### config.mk
export PLATFORM = sky130hd
export DESIGN_NAME = ima_div
export DESIGN_NICKNAME = d
export VERILOG_FILES = /design/src/hdl/ima_div.sv
export SDC_FILE = /design/constraint.sdc
export NUM_CORES = 1
export LEC_CHECK = 0
export BUFFER_PORTS_ARGS = -buffer_cell sky130_fd_sc_hd__clkbuf_2
export CAP_MARGIN = 20
export CORE_ASPECT_RATIO = 0.6
export CORE_MARGIN = 5
export CORE_UTILIZATION = 45
export DETAILED_ROUTE_END_ITERATION = 10
export GPL_ROUTABILITY_DRIVEN = 0
export PLACE_DENSITY = 0.77
export SETUP_SLACK_MARGIN = 0.4
export SLEW_MARGIN = 40
export SYNTH_ARGS = -nofsm -noshare
export SYNTH_HDL_FRONTEND = slang
export SYNTH_SLANG_ARGS = --single-unit
### constraint.sdc
create_clock -name i_clk -period 4.49 [get_ports i_clk]
set_clock_uncertainty 0.1 [all_clocks]
set_input_delay 0.449 -clock i_clk [delete_from_list [all_inputs] [get_ports i_clk]]
set_output_delay 0.449 -clock i_clk [all_outputs]
set_load 0.01 [all_outputs]
### src/hdl/ima_div.sv
`timescale 1ns / 1ps
// ----------------------------------------------------------------------------
// ima_div
// Radix-2 restoring divider: signed dividend by unsigned non-zero divisor,
// quotient truncated toward zero. One quotient bit per cycle, then the
// sign is applied to the quotient.
// ----------------------------------------------------------------------------
module ima_div #(
    parameter int DVD_W = 40,
    parameter int DVS_W = 9
) (
    input  logic                    i_clk,
    input  logic                    i_rst_n,
    input  logic                    i_start,
    input  logic signed [DVD_W-1:0] i_dividend,
    input  logic [DVS_W-1:0]        i_divisor,
    output logic                    o_done,
    output logic [DVD_W-1:0]        o_quotient
);

    localparam int CNT_W = $clog2(DVD_W + 1);

    logic             r_busy;
    logic [CNT_W-1:0] r_cnt;
    logic             r_done;
    logic             r_neg;
    logic [DVD_W-1:0] r_quo;
    logic [DVS_W-1:0] r_rem;
    logic [DVS_W-1:0] r_dvs;
    logic [DVD_W-1:0] r_result;

    logic [DVS_W:0]   w_shift;
    logic [DVS_W:0]   w_diff;
    logic             w_ge;
    logic [DVD_W-1:0] w_mag;

    // magnitude of the dividend
    assign w_mag = i_dividend[DVD_W-1] ? (~i_dividend + DVD_W'(1)) : i_dividend;

    // one restoring step
    assign w_shift = {r_rem, r_quo[DVD_W-1]};
    assign w_ge    = (w_shift >= {1'b0, r_dvs});
    assign w_diff  = w_shift - {1'b0, r_dvs};

    // control
    always_ff @(posedge i_clk) begin
        if (!i_rst_n) begin
            r_busy <= 1'b0;
            r_done <= 1'b0;
            r_cnt  <= '0;
        end else begin
            r_done <= 1'b0;
            if (i_start) begin
                r_busy <= 1'b1;
                r_cnt  <= CNT_W'(DVD_W);
            end else if (r_busy) begin
                if (r_cnt != '0) begin
                    r_cnt <= r_cnt - CNT_W'(1);
                end else begin
                    r_busy <= 1'b0;
                    r_done <= 1'b1;
                end
            end
        end
    end

    // datapath
    always_ff @(posedge i_clk) begin
        if (i_start) begin
            r_neg <= i_dividend[DVD_W-1];
            r_quo <= w_mag;
            r_rem <= '0;
            r_dvs <= i_divisor;
        end else if (r_busy) begin
            if (r_cnt != '0) begin
                r_quo <= {r_quo[DVD_W-2:0], w_ge};
                r_rem <= w_ge ? w_diff[DVS_W-1:0] : w_shift[DVS_W-1:0];
            end else begin
                r_result <= r_neg ? (~r_quo + DVD_W'(1)) : r_quo;
            end
        end
    end

    assign o_done     = r_done;
    assign o_quotient = r_result;

endmodule
==> results.py, run 1 <==
metrics = {
    "logic_synthesis": {
        "yosysSeqAreaShare": 0.513,
        "yosysTopAreaCellShare": 0.456,
        "synthTopCellsByCount": "edfxtp_1, xnor2_1, nor2_1",
        "syn_nets": 610,
        "synthTopCellsByArea": "edfxtp_1, xnor2_1, dfxtp_1",
        "synth_cell_types": 53,
        "synth_most_common_cell": "edfxtp_1",
        "synth-async-reset-ratio": 0,
        "yosysWarningCount": 0,
        "syn_area_sq_um": 5930,
        "synth_edf_count": 90,
        "yosysTopAreaCell": "edfxtp_1",
        "ys.flop_type": "edfxtp_1",
        "synth_cells": 544,
        "synth_area_per_cell_sq_um": 10.9,
        "synth-seq-cells": 107,
    },
    "routing": {
        "remaining_drc_errors": 0,
        "drt_iter0_drc": 577,
        "finalWirelength_mm": 14.7,
        "drtAntennaViolNets": 0,
        "viasPerCell": 5.65,
        "first_pass_iters": 5,
        "wire_per_inst_microns": 18.3,
        "vias": 4552,
    },
    "grt": {
        "grt_antenna_before_repair": 1,
        "met1_usage": 0.290,
        "use_met2": 0.256,
        "busiest_layer": "met1",
        "grt-ovfl-total": 0,
        "grt_pass1_vias": 4305,
        "grt.met3_usage": 0.0737,
        "grt_pass1_wl_mm": 23.0,
        "grt_start_max_net_pins": 50,
        "track_usage": 0.188,
    },
    "timing": {
        "worst-slew-pin-transition_ns": 0.763,
        "setup_viol": 0,
        "hold_viol_final": 0,
        "rsz0062_at_grt": "false",
        "fin_setup_tns_ns": 0,
        "period_needed_ns": 3.16,
        "slew_violations": 0,
        "max_freq_mhz": 317,
        "finalCritPeriodShare": 0.703,
        "setup_ws_ns": 1.33,
        "maxSlewHeadroom": 0.490,
    },
    "critical_path": {
        "cp_data_arrival_time_ns": 3.16,
        "crit_type": "flip-flop to flip-flop",
        "cp_max_fo": 6,
        "cpMaxStageDelayCell": "or4_4",
        "critical_path.cell_chain": "nor3_1, nand4b_1, or4_4, or3_4, o31ai_1, xnor2_1",
        "critPathRequiredTime_ns": 4.50,
        "cp_slowest_stage_delay_ns": 0.63,
        "crit_path_start_kind": "flip-flop",
        "end_kind": "flip-flop",
    },
    "cells_and_area": {
        "fill_cells": 1107,
        "layout-drive-gt1-share": 0.215,
        "final_nets": 697,
        "fin_cells": 806,
        "area_growth_pct": 16.1,
        "diodes": 0,
    },
    "power_and_ir_drop": {
        "max-vdd-ir-drop_mv": 0.183,
        "p_leak_uw": 0.00255,
        "powerDensity_nw_per_um2": 352,
    },
    "floorplan": {
        "pin_count": 93,
        "rows": 32,
        "start_util": 0.461,
        "die_area_sq_um": 15600,
        "coreArea_sq_um": 12900,
        "die-width_microns": 158,
        "dieHeight_microns": 98.9,
    },
    "cts": {
        "clock_path_buffers": 2,
        "cts_resized": 0,
        "cts_setup_buffers": 0,
        "numCtsBuffers": 9,
        "clock-sinks": 107,
        "hold_buffers": 0,
        "cts_root_buffer": "clkbuf_16",
        "cts.clk_slew.worst_paths_ns": 0.08,
        "h-tree-depth": 3,
        "clkLatencyLatePin_ns": 0.35,
        "cts_tree": "done",
    },
    "place": {
        "place_hpwl_mm": 11.3,
        "place_ws_ns": 1.34,
        "place_inst": 790,
        "numPortBuffers": 92,
    },
    "run_status": {
        "outcome": "complete, no violations",
    },
    "min_path": {
        "hp-class": "input pin to flip-flop",
    },
    "run": {
        "drv_cap": 0,
    },
}
==> final timing paths <==
check,startpoint,to,slack (ns),depth (start not counted)
min reg2reg,r_rem[1]$_SDFFE_PP0P_,r_rem[1]$_SDFFE_PP0P_,0.40,2
max,r_quo[4]$_DFFE_PP_,o_quotient[38]$_DFFE_PP_,1.33,6
max reg2reg,r_quo[4]$_DFFE_PP_,o_quotient[38]$_DFFE_PP_,1.33,6
min,i_divisor[4],r_dvs[4]$_DFFE_PP_,0.17,1
==> critical path: cells and delay by family, from the launching register on <==
family	cells	cell delay [ns]
flops	1	0.52
compound gates	1	0.28
simple gates	4	1.90
xor+xnor	1	0.10
==> layout by cell type, fill, tap and decap left out, types with 11 or more instances in the layout <==
| master | instances |
|---|---|
| edfxtp_1 | 90 |
| clkbuf_2 | 91 |
| o41ai_1 | 11 |
| a21oi_1 | 36 |
| xor2_1 | 36 |
| ha_1 | 13 |
| nand2_1 | 29 |
| dfxtp_1 | 17 |
| nor2_1 | 48 |
| inv_1 | 24 |
| o21ai_0 | 34 |
| o31ai_1 | 23 |
| xnor2_1 | 50 |
==> state kept, by name (all words and copies together), names as in the netlist <==
register    count
r_busy          1
o_quotient     40
o_done          1
r_neg           1
r_cnt           6
r_quo          40
r_rem           9
r_dvs           9
==> per-stage QoR <==
step | total power (uW) | cell area [sq um] | util | hold WS, ns
3_5_place_dp | 1660 | 6590 | 0.513 | 0.386
5_1_grt | 2530 | 6880 | 0.535 | 0.154
4_1_cts | 2420 | 6880 | 0.535 | 0.161
2_1_floorplan | 1510 | 5930 | - | 0.353
6_report | 2420 | 6880 | 0.535 | 0.167
3_3_place_gp | 1630 | 6560 | 0.510 | 0.375
==> routing by layer <==
metal | vias up | part of all wire
li1 | 2188 | -
met1 | 2124 | 0.46
met2 | 231 | 0.40
met3 | 7 | 0.13
met4 | 2 | 0.0051
met5 | - | 0.00075
==> power by group <==
| group | switching [uW] | internal [uW] | leakage, uW |
|---|---|---|---|
| clock | 389 | 393 | 0.000145 |
| combinational | 210 | 160 | 0.00142 |
| sequential | 89.1 | 1180 | 0.000990 |
| total | 688 | 1740 | 0.00255 |
==> area by class of cell <==
| type | count | area [sq um] | area share |
|---|---|---|---|
| clock buffer | 9 | 225 | 0.0327 |
| clock inverter | 7 | 66.3 | 0.00964 |
| inverter | 24 | 90.1 | 0.0131 |
| multi-input combinational | 391 | 2720 | 0.396 |
| sequential | 107 | 3040 | 0.442 |
| tap | 170 | 213 | 0.0309 |
| timing repair buffer | 98 | 519 | 0.0755 |
==> cell families (layout without fill, tap and decap cells) <==
| logic type | Yosys count | count (layout) | share of synthesized area |
|---|---|---|---|
| muxes | 11 | 11 | 0.0196 |
| AOI/OAI and AO/OA | 132 | 132 | 0.146 |
| adders and majority gates | 14 | 14 | 0.0308 |
| buffers and inverters | 46 | 138 | 0.0291 |
| and+or+nand+nor | 148 | 148 | 0.134 |
| xor gates and xnor gates | 86 | 86 | 0.127 |
| DFF | 107 | 107 | 0.513 |
No activity file was read; power rests on OpenSTA's default activity.
==> run 2, diff against run 1 <==
- clock period: 4.49 -> 2.7 ns (I/O delays scaled with it)
==> results.py, run 2 (synthesized netlist as in run 1, its figures left out) <==
metrics = {
    "run_status": {
        "outcome": "complete, but fails checks",
        "violations": "setup timing",
    },
    "run": {
        "drv_cap": 0,
    },
    "routing": {
        "viasPerCell": 5.58,
        "wl_met2_mm": 7.51,
        "drt_iter0_drc": 471,
        "finalWirelength_mm": 15.8,
        "remaining_drc_errors": 0,
        "vias": 4865,
        "met3WireLength_mm": 1.18,
        "drtAntennaViolNets": 0,
        "wire_per_inst_microns": 18.2,
        "wl_met1_mm": 6.92,
        "highest_layer": "met4",
        "first_pass_iters": 5,
    },
    "cells_and_area": {
        "design_area_sq_um": 7930,
        "area_growth_pct": 33.7,
        "fin_cells": 872,
        "layout-drive-gt1-share": 0.368,
        "fin_util": 0.617,
        "final_nets": 763,
        "final_cell_mix": "edfxtp_1, clkbuf_2, buf_4, xnor2_1, nor2_1",
        "diodes": 0,
        "mostFrequentLayoutCell": "edfxtp_1",
    },
    "place": {
        "place_inst": 830,
        "place_ws_ns": -0.230,
        "place_area_sq_um": 7040,
        "numPortBuffers": 92,
        "place_hpwl_mm": 10.9,
    },
    "timing": {
        "max_freq_mhz": 338,
        "holdWs_ns": 0.0973,
        "worst-slew-pin-transition_ns": 0.843,
        "period_needed_ns": 2.96,
        "setup_ws_ns": -0.261,
        "maxSlewHeadroom": 0.438,
        "finalCritPeriodShare": 1.10,
        "rsz0062_at_grt": "true",
        "setup_viol": 12,
        "hold_viol_final": 0,
        "slew_violations": 0,
    },
    "critical_path": {
        "ff2ff_path_depth": 6,
        "r2r_end": "o_quotient[39]$_DFFE_PP_",
        "crit_path_start_kind": "flip-flop",
        "cpMaxStageDelayCell": "or4_4",
        "cp_max_fo": 5,
        "end_kind": "flip-flop",
        "cp_slowest_stage_delay_ns": 0.56,
        "r2r_slack_ns": -0.26,
        "cp_data_arrival_time_ns": 2.95,
        "critical_path.cell_chain": "or4_4, or3_4, or4_4, or3_4, o41ai_4, xnor2_1",
        "crit_type": "flip-flop to flip-flop",
        "critPathRequiredTime_ns": 2.69,
        "r2r-start": "r_quo[19]$_DFFE_PP_",
    },
    "power_and_ir_drop": {
        "max-vdd-ir-drop_mv": 0.311,
        "powerDensity_nw_per_um2": 535,
        "p_leak_uw": 0.00301,
    },
    "cts": {
        "cts_root_buffer": "clkbuf_16",
        "h-tree-depth": 3,
        "numCtsBuffers": 9,
        "cts.clk_slew.worst_paths_ns": 0.08,
        "clock_path_buffers": 2,
        "cts_tree": "done",
        "clkLatencyLatePin_ns": 0.35,
        "clock-sinks": 107,
    },
    "grt": {
        "grt_start_max_net_pins": 56,
        "grt_antenna_before_repair": 0,
        "grt_pass1_vias": 4758,
        "grt_pass1_wl_mm": 24.5,
        "track_usage": 0.196,
        "grt-ovfl-total": 0,
    },
    "min_path": {
        "hp-class": "input pin to flip-flop",
        "min_path_cells": 2,
        "holdPathEnd": "r_cnt[5]$_SDFFE_PN0P_",
        "hold_start": "i_rst_n",
    },
    "floorplan": {
        "rows": 32,
        "die-width_microns": 158,
        "start_util": 0.461,
        "coreArea_sq_um": 12900,
        "die_area_sq_um": 15600,
        "dieHeight_microns": 98.9,
        "pin_count": 93,
    },
}
-- run 2: cell count changes in the layout (fill, tap and decap cells not counted), moves of 6 or more --
| cell | change |
|---|---|
| buf_4 | +49 |
| o21ai_0 | -15 |
| o21ai_2 | +10 |
| dlygate4sd3_1 | +9 |
| o31ai_1 | -8 |
| buf_6 | +7 |
| inv_1 | -6 |
-- run 2: repair_timing --
action                                  CTS  global route
endpoints found under the setup margin   34            82
gates resized for setup                  38            44
hold buffers                              9             0
pin swaps                                12            11
buffers inserted                          9             8
endpoints found under the hold margin     9             0
-- run 2: through the flow --
stage | power [uW] | TNS [ns]
CTS | 4190 | -1.64
detailed placement | 2820 | -1.38
floorplan | 2530 | -0.807
global route | 4400 | -2.74
finish | 4240 | -2.22
global placement | 2790 | -0.846
-- run 2: worst max path at each step --
stage / cells past startpoint / slack, ns / from / endpoint
floorplan: 6 / -0.15 / r_quo[19]$_DFFE_PP_ / o_quotient[39]$_DFFE_PP_
global placement: 6 / -0.16 / r_quo[19]$_DFFE_PP_ / o_quotient[38]$_DFFE_PP_
detailed placement: 6 / -0.23 / r_quo[19]$_DFFE_PP_ / o_quotient[39]$_DFFE_PP_
CTS: 6 / -0.23 / r_quo[19]$_DFFE_PP_ / o_quotient[39]$_DFFE_PP_
global route: 6 / -0.29 / r_quo[19]$_DFFE_PP_ / o_quotient[39]$_DFFE_PP_
finish: 6 / -0.26 / r_quo[19]$_DFFE_PP_ / o_quotient[39]$_DFFE_PP_
-- run 2: cell type report --
cell class / count / area, sq um
Multi-Input combinational cell: 391 / 3180
Fill cell: 983 / 4930
Tap cell: 170 / 213
Clock buffer: 9 / 225
Clock inverter: 7 / 67.6
Inverter: 24 / 111
Sequential cell: 107 / 3050
Timing Repair Buffer: 164 / 1080
-- run 2: where the power goes --
part           internal [uW]  switching (uW)  leakage [uW]
logic                    383             458       0.00188
clock network            718             616      0.000141
registers               1970             102      0.000991
total                   3070            1180       0.00301
-- run 2: worst max-delay path, delay by kind of cell, from the launching register on --
family / cells / cell delay (ns)
AO/OA/AOI/OAI: 1 / 0.24
XOR/XNOR: 1 / 0.11
flip-flops: 1 / 0.42
AND/OR/NAND/NOR: 4 / 1.84
-- run 2: layer usage --
layer	GRT usage	vias to the layer above
met5	0	-
met4	0.0524	0
met3	0.0487	24
met2	0.306	188
met1	0.273	2333
li1	-	2320
==> run 3, diff against run 2 <==
- ABC_AREA: unset -> 1
- PLACE_DENSITY: 0.77 -> 0.76
==> results.py, run 3 <==
metrics = {
    "power_and_ir_drop": {
        "p_leak_uw": 0.00349,
        "intPower_uw": 2970,
        "comb_power_share": 0.190,
        "power_switching_uw": 1240,
        "p_seq_frac": 0.495,
        "max-vdd-ir-drop_mv": 0.331,
        "power_frac_clock": 0.315,
        "powerDensity_nw_per_um2": 524,
        "total_power_uw": 4200,
        "switching_share": 0.294,
    },
    "logic_synthesis": {
        "synth_cells": 856,
        "synth-seq-cells": 107,
        "yosysWarningCount": 0,
        "synthTopCellsByArea": "edfxtp_1, nand2_1, nand3_1",
        "synth_edf_count": 90,
        "yosysSeqAreaShare": 0.447,
        "synth-async-reset-ratio": 0,
        "yosysTopAreaCellShare": 0.397,
        "synthTopCellsByCount": "nand2_1, inv_1, nor2_1",
        "synth_cell_types": 40,
        "synth_most_common_cell": "nand2_1",
        "yosysTopAreaCell": "edfxtp_1",
        "ys.flop_type": "edfxtp_1",
        "syn_nets": 922,
        "syn_area_sq_um": 6800,
        "synth_area_per_cell_sq_um": 7.95,
    },
    "grt": {
        "grt_start_max_net_pins": 41,
        "track_usage": 0.197,
        "grt_pass1_wl_mm": 28.0,
        "grt-ovfl-total": 0,
        "grt_antenna_before_repair": 0,
        "grt_pass1_vias": 5234,
    },
    "floorplan": {
        "dieHeight_microns": 105,
        "die-width_microns": 169,
        "start_util": 0.465,
        "pin_count": 93,
        "coreArea_sq_um": 14600,
        "rows": 34,
        "die_area_sq_um": 17800,
    },
    "routing": {
        "wl_met2_mm": 6.26,
        "wl_met1_mm": 8.99,
        "drt_iter0_drc": 677,
        "highest_layer": "met4",
        "met3WireLength_mm": 2.37,
        "finalWirelength_mm": 17.8,
        "drtAntennaViolNets": 0,
        "vias": 6090,
        "first_pass_iters": 5,
        "remaining_drc_errors": 0,
        "viasPerCell": 5.21,
        "wire_per_inst_microns": 15.2,
    },
    "cts": {
        "numCtsBuffers": 9,
        "h-tree-depth": 3,
        "cts_root_buffer": "clkbuf_16",
        "clock-sinks": 107,
        "cts.clk_slew.worst_paths_ns": 0.07,
        "cts_tree": "done",
        "clock_path_buffers": 2,
        "clkLatencyLatePin_ns": 0.34,
    },
    "cells_and_area": {
        "fill_cells": 1339,
        "final_cell_mix": "nand2_1, inv_1, nor2_1, clkbuf_2, edfxtp_1",
        "diodes": 0,
        "final_nets": 1033,
        "area_growth_pct": 17.8,
        "fin_util": 0.547,
        "layout-drive-gt1-share": 0.193,
        "multi_input_area_sq_um": 3330,
        "mostFrequentLayoutCell": "nand2_1",
        "regArea_sq_um": 3040,
    },
    "run_status": {
        "outcome": "complete, no violations",
    },
    "timing": {
        "max_freq_mhz": 451,
        "finalCritPeriodShare": 0.822,
        "worst-slew-pin-transition_ns": 0.515,
        "setup_viol": 0,
        "fin_setup_tns_ns": 0,
        "period_needed_ns": 2.22,
        "slew_violations": 0,
        "rsz0062_at_grt": "false",
        "hold_viol_final": 0,
        "maxSlewHeadroom": 0.657,
    },
    "run": {
        "drv_cap": 0,
    },
    "critical_path": {
        "critPathRequiredTime_ns": 2.84,
        "end_kind": "flip-flop",
        "cp_max_fo": 8,
        "crit_type": "flip-flop to flip-flop",
        "cp_data_arrival_time_ns": 2.36,
        "crit_path_start_kind": "flip-flop",
    },
    "place": {
        "numPortBuffers": 92,
        "place_hpwl_mm": 14.0,
    },
    "min_path": {
        "hp-class": "input pin to flip-flop",
    },
}
## run 3: worst paths after layout
check                             start                    end  slack (ns)  cells after the start
setup reg to reg    r_quo[39]$_DFFE_PP_  r_rem[7]$_SDFFE_PP0P_        0.48                     15
hold / removal             i_divisor[0]     r_dvs[0]$_DFFE_PP_        0.03                      1
hold reg to reg   r_cnt[0]$_SDFFE_PP0P_  r_cnt[0]$_SDFFE_PP0P_        0.38                      1
setup / recovery    r_quo[39]$_DFFE_PP_  r_rem[7]$_SDFFE_PP0P_        0.48                     15
## run 3: worst max-delay path, stage by stage, from the launching register on
cell and delay, ns:
edfxtp_1 0.41, inv_2 0.08, ha_2 0.17, inv_2 0.05, fa_2 0.37, nand3_2 0.07, nand3_2 0.10, nand2_2 0.08
nand2_2 0.08, nand3_4 0.14, nand2_8 0.08, buf_4 0.17, inv_1 0.04, nand2_1 0.04, nand3_1 0.08, nand2_1 0.06
## run 3: through the flow
stage	cells	cell area (sq um)	hold WS [ns]	worst slack [ns]
after detailed placement	1136	7510	0.349	0.329
after CTS	1163	7910	0.0177	0.433
after global placement	1136	7510	0.347	0.458
after floorplan	856	6820	0.268	0.424
after global routing	1170	8010	0.0134	0.369
final	1170	8010	0.0316	0.482
## run 3: timing repair
action	in CTS	in global routing
resized for setup	1	13
setup endpoints to repair	5	8
hold buffers	8	0
cloned	0	1
pin swaps	1	2
hold endpoints to repair	8	0
buffers inserted	3	6
## run 3: logic make-up after synthesis
logic type | Yosys count | synth area share
adder cells (fa/ha/maj) | 14 | 0.0269
AO/OA/AOI/OAI | 89 | 0.0710
AND/OR/NAND/NOR | 466 | 0.313
flip-flops | 107 | 0.447
buffers and inverters | 126 | 0.0721
XOR/XNOR | 54 | 0.0695
## run 3: cell type report
| cell class | count | share of cell area |
|---|---|---|
| clock buffer | 9 | 0.0281 |
| clock inverter | 7 | 0.00953 |
| inverter | 106 | 0.0501 |
| multi-input combinational | 624 | 0.416 |
| sequential | 107 | 0.380 |
| tap | 198 | 0.0309 |
| timing repair buffer | 119 | 0.0853 |
## run 3: metal layers
| metal | global-route usage | vias up |
|---|---|---|
| met1 | 0.342 | 2689 |
| li1 | - | 3040 |
| met2 | 0.232 | 349 |
| met4 | 0.0376 | 0 |
| met3 | 0.0520 | 12 |
| met5 | 0 | - |
## run 3: power groups by stage
stage	Sequential (uW)	Clock (uW)	Combinational, uW
floorplan	2070	0	515
global placement	2110	0	739
detailed placement	2110	0	757
CTS	2070	1350	773
global route	2090	1420	891
finish	2080	1320	799
